[src/design/chte_pkg.sv]
// ----------------------------------------------------------------------------
// chte_pkg: shared types and constants of the chained hash table engine
// Pool geometry, status and request codes, sequencer states, memory words.
// ----------------------------------------------------------------------------
`default_nettype none

package chte_pkg;

  // pool geometry
  localparam int NODE_COUNT     = 512;
  localparam int SLOTS_PER_NODE = 3;
  localparam int KEY_BYTES      = 8;

  localparam int NW  = $clog2(NODE_COUNT);          // node index bits
  localparam int LW  = $clog2(NODE_COUNT + 1);      // link bits, NODE_COUNT = none
  localparam int SW  = (SLOTS_PER_NODE > 1) ? $clog2(SLOTS_PER_NODE) : 1;
  localparam int FW  = $clog2(SLOTS_PER_NODE + 1);  // fill count bits
  localparam int HCW = (LW > 9) ? LW : 9;           // holds 1 << BB_MAX

  localparam logic [3:0]  BB_RESET  = 4'd8;
  localparam logic [3:0]  BB_MIN    = 4'd4;
  localparam logic [3:0]  BB_MAX    = 4'd8;
  localparam logic [31:0] HASH_SEED = 32'd5381;

  typedef enum logic [2:0] {
    STS_FOUND     = 3'd0,
    STS_CREATED   = 3'd1,
    STS_NOT_FOUND = 3'd2,
    STS_FULL      = 3'd3,
    STS_REMOVED   = 3'd4
  } status_t;

  typedef enum logic [1:0] {
    REQ_LOOKUP        = 2'd0,
    REQ_LOOKUP_CREATE = 2'd1,
    REQ_INSERT        = 2'd2,
    REQ_REMOVE        = 2'd3
  } req_t;

  typedef enum logic [2:0] {
    S_CLEAR,
    S_IDLE,
    S_HASH,
    S_WALK,
    S_ALLOC,
    S_LINK,
    S_REL
  } fsm_t;

  typedef struct packed {
    logic [31:0] hash;
    logic [63:0] key;
    logic [3:0]  len;
  } entry_t;

  typedef struct packed {
    logic [FW-1:0] fill;
    logic [LW-1:0] link;
  } node_t;

endpackage

`default_nettype wire

[src/design/chte_hash.sv]
// ----------------------------------------------------------------------------
// chte_hash: byte-serial DJB2 hash unit
// One key byte per cycle: h = h*33 + byte, seeded with 5381.
// ----------------------------------------------------------------------------
`default_nettype none

module chte_hash import chte_pkg::*; (
  input  wire logic        clk,
  input  wire logic        rst_n,
  input  wire logic        go,
  input  wire logic [63:0] key,
  input  wire logic [3:0]  len,
  output logic             done,
  output logic [31:0]      hash
);

  logic [63:0] key_r;
  logic [3:0]  len_r;
  logic [3:0]  cnt_r;
  logic        run_r;
  logic        done_r;
  logic [31:0] h_r;
  logic [7:0]  byte_sel;

  assign byte_sel = key_r[{cnt_r[2:0], 3'b000} +: 8];

  // control
  always_ff @(posedge clk) begin
    if (!rst_n) begin
      run_r  <= 1'b0;
      done_r <= 1'b0;
      cnt_r  <= '0;
    end else begin
      done_r <= run_r && (cnt_r == len_r);
      if (go) begin
        run_r <= 1'b1;
        cnt_r <= '0;
      end else if (run_r) begin
        if (cnt_r == len_r) begin
          run_r <= 1'b0;
        end else begin
          cnt_r <= cnt_r + 4'd1;
        end
      end
    end
  end

  // datapath: h*33 as shift and add
  always_ff @(posedge clk) begin
    if (go) begin
      key_r <= key;
      len_r <= len;
      h_r   <= HASH_SEED;
    end else if (run_r && (cnt_r != len_r)) begin
      h_r <= (h_r << 5) + h_r + {24'd0, byte_sel};
    end
  end

  assign done = done_r;
  assign hash = h_r;

endmodule

`default_nettype wire

[config.mk]
export PLATFORM = sky130hd
export DESIGN_NAME = chte_hash
export DESIGN_NICKNAME = d
export VERILOG_FILES = /design/src/design/chte_pkg.sv /design/src/design/chte_hash.sv
export SDC_FILE = /design/constraint.sdc
export NUM_CORES = 1
export LEC_CHECK = 0
export ABC_AREA = 0
export BUFFER_PORTS_ARGS = -buffer_cell sky130_fd_sc_hd__buf_2
export CORE_UTILIZATION = 60
export CTS_CLUSTER_SIZE = 25
export DETAILED_ROUTE_END_ITERATION = 16
export GPL_TIMING_DRIVEN = 0
export PLACE_DENSITY = 0.85
export SETUP_SLACK_MARGIN = 0.15
export SKIP_LAST_GASP = 1
export SLEW_MARGIN = 20
export SYNTH_ARGS = -nofsm -noshare
export SYNTH_HDL_FRONTEND = slang
export SYNTH_SLANG_ARGS = --single-unit
[constraint.sdc]
create_clock -name clk -period 9.3 [get_ports clk]
set_clock_uncertainty 0.15 [all_clocks]
set_input_delay 0.93 -clock clk [delete_from_list [all_inputs] [get_ports clk]]
set_output_delay 0.93 -clock clk [all_outputs]
set_load 0.05 [all_outputs]
Word-level counts from Yosys, hierarchy flattened
Cells that the tools add are included.

cells by class
  reduce and logical (&&, ||, !) cells = 4
  shifts and indexed selects = 1
  add/sub/neg operators = 3
  multiplexer cells = 3
  bitwise operators = 2
  eq/ne operators = 2

operators with widths
  kind                 number
  $shiftx 64x7->8      1
  $add 32x32->32       1
  $add 32x8->32        1
  $add 4x1->4 const B  1
  $eq 4x4->1           1
  $ne 4x4->1           1
  $mux 1               3
  $logic_and 1x1->1    2
  $not 1->1            2
  $reduce_and 2->1     1
  $reduce_or 2->1      1

storage, ports and cells
  logic and storage cells = 21
  output and inout bits = 33
  bits in registers = 106
  input port bits = 71

Longest topological paths before layout
Gate-level depths: netlist of the first run.

  depth in word-level cells = 4
  mapped depth = 15

Least setup slack after synthesis of the first run
OpenSTA, ideal clock, no wires.

  path kind = reg-to-reg
  from = register cnt_r[0]
  to = register h_r[31] (netlist: hash[31])
  arrival time = 4.013 ns
  cell stages (with the launch flop) = 15
  slack = 5.015 ns
  library setup time = 0.121 ns
  cells stage by stage = dfxtp_1 buf_2 buf_2 mux4_2 mux2_2 fa_1 ha_1 and4_1 and2b_1 a21boi_4 o2111ai_4 a21oi_4 o21ai_2 o311ai_4 mux2_4

between the ends
  word-level cells in the longest chain between the ends = 2
  elaborated cells on any way between the ends = 4
  classes of those cells = add/sub: 1; eq/ne: 1; shift: 1; reduce/logical: 1

ends and longest elaborated chain
  item                                                       line                              source
  start: declaration                                         chte_hash.sv:19                   logic [3:0] cnt_r;
  start signal: assignment                                   chte_hash.sv:42                   cnt_r <= cnt_r + 4'd1;
  $shiftx 64x7->8 / $ne 4x4->1 (equally long branches)       chte_hash.sv:25, chte_hash.sv:54
  $add 32x8->32 / $logic_and 1x1->1 (equally long branches)  chte_hash.sv:55, chte_hash.sv:54
  end signal: assignment                                     chte_hash.sv:55                   h_r <= (h_r << 5) + h_r + {24'd0, byte_sel};
  end: declaration                                           chte_hash.sv:22                   logic [31:0] h_r;

Parallel ways exist; a longest one is shown, timed or not.
A chain may end at the register's enable or synchronous reset.

Worst setup path after layout of the first run
  from = register cnt_r[0]
  to = register h_r[26] (netlist: hash[26])

The elaborated chain is that of the path after synthesis.

==> results.cfg, run 1 <==
[detailed_routing]
wirelength_mm = 13.3
route.detailed.drc = 0
routed_via_density = 5.95
drtIter0Drc = 264
via_count = 4548
wire_per_inst_um = 17.5
ant_nets = 0
first_pass_iters = 5

[clock_network]
cts-resized-gates = 0
clk_latency_ns = 0.38
cts.sinks = 106
cts_max_level = 3
cts_hold_buf = 0
clk_pin_slew_worst_paths_ns = 0.11
cts_max_path_buffers = 2
postCtsSetupBuffers = 0
cts_tree = yes
cts_root_buf = clkbuf_8
numCtsBuffers = 9

[global_routing]
grt_usage = 0.270
grt_use_met2 = 0.471
grt_use_met1 = 0.328
grt_busiest_layer = met2
met3_usage = 0.0547
antenna_found_initial = 0
grt_max_degree = 71
gr-total-overflow = 0
grt_pass1_wl_mm = 21.4
first_global_vias = 4572

[logic_synthesis]
synth.distinct_cells = 68
synth_edf_count = 68
synth_warnings = 0
synth_cells = 512
syn-num-nets = 646
synth_area_mm2 = 0.00602
ys_seq_area_frac = 0.465
async_flop_share = 0
syn_avg_cell_area_um2 = 11.8
yosys_register_bits = 106
synth_flop_cell = edfxtp_1

[floorplan]
dieArea_mm2 = 0.0104
io_pins = 104
fp.dieW_um = 102
num_rows = 36
core_mm2 = 0.00977
die_y_um = 102
initial_utilization = 0.616

[setup_path]
startpoint_type = flop
critPathRequiredTime_ns = 9.43
cp.arrival_ns = 4.98
critPathMaxStageDelay_ns = 0.62
cp_slowest_cell = a221oi_1
path_cells = buf_2 -> buf_2 -> mux4_2 -> mux2_2 -> ha_1 -> ha_1 -> a211oi_1 -> nor2_1 -> o31a_1 -> a221oi_1 -> o221a_2 -> o21ai_1 -> xnor2_1 -> a22o_1
crit_type = flop to flop
crit_fanout = 10
worstSetupEndpointType = flop

[final_layout]
antenna_cells = 0
regArea_mm2 = 0.00280
final_cell_mix = 106 x buf_2, 68 x edfxtp_1, 65 x nand2_1, 59 x ha_1, 43 x a21oi_1
nFillCells = 692
area_growth_pct = 14.6
layout.cells.non_filler = 764
multi_input_area_mm2 = 0.00306
mostFrequentLayoutCell = buf_2
fin_area_mm2 = 0.00691
layout.nets = 760
final_layout_size_suffix_gt1_frac = 0.269

[power]
ir_drop_mv = 0.147
powerDensity_mw_per_mm2 = 195
p_leak_nw = 3.07

[flow_run]
drv_cap = 0

[min_path]
hold_path_class = flop to flop

[timing]
slew_violations = 0
tns_ns = 0
maxSlewHeadroom = 0.466
fmax_mhz = 206
hold_viol = 0
finalSetupViolCount = 0
fin_ws_ns = 4.45
finalCriticalPeriod_ns = 4.85
whs_ns = 0.307
worstMarginPinSlew_ns = 0.801
rsz0062_at_grt = false
timing.final.crit_share = 0.521

[status]
status = finished, final reports clean

[placement]
io_buffers = 103
dpl.cell_count = 748
dpl_worst_slack_ns = 4.51
gp_congestion = 0.945
placed_cell_area_mm2 = 0.00671
dp_hpwl_mm = 10.4
[critical path, delay by kind of cell (launching register included)]
| kind | cells | cell delay [ns] |
|---|---|---|
| DFF | 1 | 0.36 |
| xor gates and xnor gates | 1 | 0.14 |
| AOI/OAI and AO/OA | 6 | 1.84 |
| buffers and inverters | 2 | 0.74 |
| muxes | 2 | 0.85 |
| adders and majority gates | 2 | 0.55 |
| and+or+nand+nor | 1 | 0.12 |
[kinds of logic (layout without fill, tap and decap cells)]
| kind of cell | after synthesis | after routing | synth area share |
|---|---|---|---|
| fa+ha+maj | 63 | 63 | 0.136 |
| flops | 106 | 106 | 0.465 |
| xor+xnor | 29 | 29 | 0.0422 |
| compound gates | 127 | 127 | 0.155 |
| simple gates | 130 | 130 | 0.0972 |
| mux | 26 | 26 | 0.0787 |
| buf+inv | 31 | 150 | 0.0262 |
[path summary, 6_finish.rpt]
path,slack (ns),depth (start not counted),from,end
hold reg to reg,0.31,2,run_r,done
setup reg to reg,4.45,14,cnt_r[0],hash[26]
hold / removal,0.31,2,run_r,done
setup / recovery,4.45,14,cnt_r[0],hash[26]
[metrics by stage]
stage / utilization / total power, W
after floorplan: - / 0.000949
after global placement: 0.686 / 0.00104
after detailed placement: 0.686 / 0.00107
after CTS: 0.706 / 0.00135
after global routing: 0.706 / 0.00142
final: 0.706 / 0.00135
[per-layer routing]
layer | vias to the layer above | wire length (um)
li1 | 2156 | -
met2 | 221 | 6580
met1 | 2139 | 5400
met5 | - | 0
met4 | 0 | 398
met3 | 32 | 960
[sequential cells by signal, summed over array words and instances, names as in the netlist]
signal / flops
key_r: 64
len_r: 4
done: 1
cnt_r: 4
run_r: 1
hash: 32
[area by class of cell]
class,count,area share
clock inverters,7,0.0105
clock buffers,9,0.0179
multi-input cells,375,0.444
well taps,133,0.0241
flip-flops and latches,106,0.406
inverters,10,0.00544
plain buffers,21,0.0174
repair buffers,103,0.0750
[report_power, final]
part / internal [W] / switching [W]
clock: 0.000106 / 0.000178
sequential: 0.000546 / 0.0000330
combinational: 0.000189 / 0.000292
[cell usage after synthesis (all sizes together) (4+ instances only)]
master	instances	area share
edfxtp	68	0.34
nand2	65	0.040
ha	59	0.12
a21oi	45	0.040
dfxtp	38	0.13
nor2	23	0.014
xnor2	22	0.032
a21o	17	0.021
mux4	16	0.060
o21ai	14	0.012
buf	11	0.010
clkbuf	10	0.0098
inv	10	0.0062
nand3	10	0.0083
nor3	10	0.0091
mux2	8	0.016
o211ai	7	0.0087
xor2	7	0.010
o21a	6	0.0075
nand4	5	0.0052
and3	4	0.0046
fa	4	0.013
o21bai	4	0.0050
Power figures use the tool's default switching activity.
==> inputs of run 2 (changes only) <==
Settings changed: CORE_UTILIZATION 60 to 57, PLACE_DENSITY 0.85 to 0.81.
Clock period 9.3 ns to 4.81 ns, I/O delays scaled along.
==> results.cfg, run 2 (synthesis results as in run 1) <==
[setup_path]
startpoint_type = flop
reg2reg_from = cnt_r[0]
r2r_end = hash[31]
r2r_setup_slack_ns = 0.41
r2r_cells = 14
crit_type = flop to flop
critPathRequiredTime_ns = 4.94
worstSetupEndpointType = flop
cp.arrival_ns = 4.53
crit_fanout = 10

[timing]
tns_ns = 0
rsz0062_at_grt = false
fmax_mhz = 227
finalCriticalPeriod_ns = 4.40
timing.final.crit_share = 0.914
maxSlewHeadroom = 0.448
worstMarginPinSlew_ns = 0.829
finalSetupViolCount = 0
whs_ns = 0.116
hold_viol = 0
slew_violations = 0

[clock_network]
cts_max_path_buffers = 2
numCtsBuffers = 9
postCtsSetupBuffers = 0
cts.sinks = 106
cts_tree = yes
clk_latency_ns = 0.38
clk_pin_slew_worst_paths_ns = 0.10
cts_max_level = 3
cts_root_buf = clkbuf_8
cts_hold_buf = 0

[floorplan]
initial_utilization = 0.586
core_mm2 = 0.0103
io_pins = 104
die_y_um = 105
fp.dieW_um = 105
num_rows = 37
dieArea_mm2 = 0.0110

[placement]
dpl.cell_count = 751
gp_congestion = 0.889
dp_hpwl_mm = 10.3
io_buffers = 103

[detailed_routing]
wire_per_inst_um = 17.0
drt-met1-wl_mm = 5.48
ant_nets = 0
via_count = 4464
drtIter0Drc = 220
wirelength_mm = 13.1
routed_via_density = 5.83
route.detailed.drc = 0
wl_met2_mm = 6.66
first_pass_iters = 5
dr_wl_met3_um = 700
top_layer = met4

[final_layout]
final_layout_size_suffix_gt1_frac = 0.270
area_growth_pct = 14.5
layout.cells.non_filler = 766
multi_input_area_mm2 = 0.00306
regMostFlops = key_r
antenna_cells = 0
nFillCells = 788
largest_reg_flops = 64
finish.utilization = 0.671
mostFrequentLayoutCell = buf_2
final_cell_mix = 104 x buf_2, 68 x edfxtp_1, 65 x nand2_1, 59 x ha_1, 43 x a21oi_1
layout.nets = 760
regArea_mm2 = 0.00280

[global_routing]
gr-total-overflow = 0
grt_usage = 0.249
antenna_found_initial = 0
grt_max_degree = 71
first_global_vias = 4486
grt_pass1_wl_mm = 21.2

[power]
powerDensity_mw_per_mm2 = 370
ir_drop_mv = 0.278
p_leak_nw = 3.06

[min_path]
hold_path_class = input port to flop
hold_start = len[3]
whs_endpoint = len_r[3]
hold_depth = 1

[flow_run]
drv_cap = 0

[status]
status = finished, final reports clean
==> run 2: cell type report <==
type	instances	area share
Multi-Input combinational cell	375	0.444
Inverter	10	0.00544
Tap cell	136	0.0247
Timing Repair Buffer	103	0.0751
Clock inverter	6	0.00726
Sequential cell	106	0.406
Clock buffer	9	0.0180
Buffer	21	0.0189
==> run 2: worst max-delay path by stage <==
stage	start	to	slack [ns]	depth (start not counted)
after floorplan	cnt_r[0]	hash[31]	0.53	14
after CTS	cnt_r[1]	hash[31]	0.22	14
after detailed placement	cnt_r[0]	hash[31]	0.13	14
final	cnt_r[0]	hash[31]	0.41	14
after global routing	cnt_r[0]	hash[31]	0.16	14
after global placement	cnt_r[0]	hash[31]	0.15	14
==> run 2: per-layer routing <==
| layer | vias up | GRT usage |
|---|---|---|
| met4 | 0 | 0.0835 |
| met5 | - | 0 |
| met1 | 2132 | 0.300 |
| met3 | 20 | 0.0393 |
| li1 | 2165 | - |
| met2 | 147 | 0.454 |
==> run 2: worst max-delay path, cell delays in order, from the launching register on <==
cell and delay [ns]:
dfxtp_1 0.36, buf_4 0.24, buf_6 0.21, mux4_2 0.51
mux2_2 0.29, fa_1 0.43, ha_1 0.37, and4_1 0.24
and2b_1 0.16, a21boi_4 0.22, o2111ai_4 0.18, a21oi_4 0.26
o21ai_2 0.09, o311ai_4 0.25, mux2_4 0.32
==> run 2: power by group <==
| group | switching (W) | internal (W) |
|---|---|---|
| sequential | 0.0000638 | 0.00106 |
| clock | 0.000320 | 0.000192 |
| combinational | 0.000557 | 0.000366 |
| total | 0.000940 | 0.00161 |
==> run 2: through the flow <==
step                      instance area, um^2  power [W]  setup WS, ns
after floorplan                          6020    0.00183         0.525
after CTS                                6890    0.00256         0.216
after global routing                     6900    0.00269         0.158
after detailed placement                 6710    0.00206         0.125
final                                    6900    0.00255         0.412
after global placement                   6710    0.00202         0.145
==> run 2: timing repair <==
| action | 4_1_cts | 5_1_grt |
|---|---|---|
| gates resized for setup | 1 | 5 |
| endpoints found under the setup margin | 1 | 7 |
| pin swaps | 0 | 0 |
==> inputs of run 3 (changes only) <==
Settings changed: CORE_UTILIZATION 57 to 58, CTS_BUF_LIST set to sky130_fd_sc_hd__clkbuf_8, GPL_TIMING_DRIVEN 0 to 1, PLACE_DENSITY 0.81 to 0.78.
==> results.cfg, run 3 (synthesis results as in run 1) <==
[setup_path]
r2r_cells = 13
critPathRequiredTime_ns = 4.94
crit_type = flop to flop
startpoint_type = flop
r2r_setup_slack_ns = 0.60
crit_end = hash[31]
reg2reg_from = cnt_r[0]
cp.arrival_ns = 4.34
r2r_end = hash[31]
crit_fanout = 14
worstSetupEndpointType = flop
startpoint = cnt_r[0]

[final_layout]
regArea_mm2 = 0.00280
area_growth_pct = 13.6
mostFrequentLayoutCell = buf_2
layout.nets = 744
final_cell_mix = 102 x buf_2, 68 x edfxtp_1, 65 x nand2_1, 59 x ha_1, 43 x a21oi_1
nFillCells = 748
antenna_cells = 0
finish.utilization = 0.691
multi_input_area_mm2 = 0.00306
final_layout_size_suffix_gt1_frac = 0.270
largest_reg_flops = 64
regMostFlops = key_r

[power]
p_leak_nw = 3.04
powerDensity_mw_per_mm2 = 383
ir_drop_mv = 0.284
finalPower_w = 0.00262

[status]
status = finished, final reports clean

[floorplan]
die_y_um = 104
fp.dieW_um = 104
io_pins = 104
dieArea_mm2 = 0.0108
num_rows = 36
core_mm2 = 0.00991
initial_utilization = 0.608

[clock_network]
cts_max_level = 3
cts_root_buf = clkbuf_8
cts-resized-gates = 0
postCtsSetupBuffers = 0
cts_max_path_buffers = 2
cts_tree = yes
numCtsBuffers = 9
cts.sinks = 106
clk_latency_ns = 0.38
clk_pin_slew_worst_paths_ns = 0.11
cts_hold_buf = 0

[global_routing]
grt_max_degree = 80
antenna_found_initial = 0
first_global_vias = 4302
grt_usage = 0.245
grt_pass1_wl_mm = 20.7
gr-total-overflow = 0

[timing]
hold_viol = 0
tns_ns = 0
finalSetupViolCount = 0
timing.final.crit_share = 0.875
maxSlewHeadroom = 0.381
fmax_mhz = 238
rsz0062_at_grt = false
finalCriticalPeriod_ns = 4.21
whs_ns = 0.111
fin_ws_ns = 0.603
worstMarginPinSlew_ns = 0.929
slew_violations = 0

[placement]
io_buffers = 103
dpl_worst_slack_ns = 0.634
dp_hpwl_mm = 9.66
gp_congestion = 0.934

[detailed_routing]
route.detailed.drc = 0
ant_nets = 0
via_count = 4377
routed_via_density = 5.85
wire_per_inst_um = 17.1
drtIter0Drc = 226
first_pass_iters = 4
wirelength_mm = 12.8

[flow_run]
drv_cap = 0

[min_path]
hold_path_class = input port to flop
## run 3: cell count changes in the layout (fill, tap and decap cells not counted)
cell        change
clkinv_2        -1
clkinv_8        +1
inv_6           +1
buf_6           -1
clkinvlp_4      -1
buf_2           -2
bufinv_16       +1
clkbuf_1        -8
clkbuf_16       -1
clkbuf_2        -1
buf_1           -3
## run 3: worst min path at each step
stage,startpoint,endpoint,slack (ns),cells after the start
after floorplan,run_r,done,0.27,2
after global placement,run_r,done,0.28,2
after detailed placement,run_r,done,0.28,2
after CTS,key[56],key_r[56],0.09,1
after global routing,key[56],key_r[56],0.09,1
final,key[16],key_r[16],0.11,1
## run 3: metal layers
metal  share of wire  up-vias  track usage  routed length (um)
met5               0        -            0                   0
met1            0.44     2058        0.313                5600
met4           0.030        0        0.115                 380
met2            0.48      159        0.410                6160
li1                -     2130            -                   -
met3           0.050       30       0.0376                 640
## run 3: cell type report
cell class,count,area share
Timing Repair Buffer,108,0.0812
Clock buffer,9,0.0181
Inverter,10,0.00549
Multi-Input combinational cell,375,0.448
Tap cell,133,0.0243
Sequential cell,106,0.410
Clock inverter,7,0.0135
## run 3: stage by stage
| step | area, um^2 | instances |
|---|---|---|
| after detailed placement | 6630 | 732 |
| after floorplan | 6020 | 512 |
| after CTS | 6840 | 748 |
| final | 6840 | 748 |
| after global routing | 6840 | 748 |
| after global placement | 6630 | 732 |
## run 3: report_power, final
part | leakage [nW] | switching, W | total [W] | internal, W
logic | 1.95 | 0.000552 | 0.000900 | 0.000349
clock network | 0.109 | 0.000344 | 0.000599 | 0.000255
registers | 0.975 | 0.0000645 | 0.00112 | 0.00106
## run 3: critical path: stages (launching register included)
cell	delay (ns)
dfxtp_1	0.34
buf_4	0.28
mux4_2	0.54
mux2_2	0.29
fa_1	0.43
ha_1	0.37
and4_1	0.23
and2b_1	0.16
a21boi_4	0.21
o2111ai_4	0.18
a21oi_4	0.26
o21ai_2	0.10
o311ai_4	0.23
mux2_4	0.32
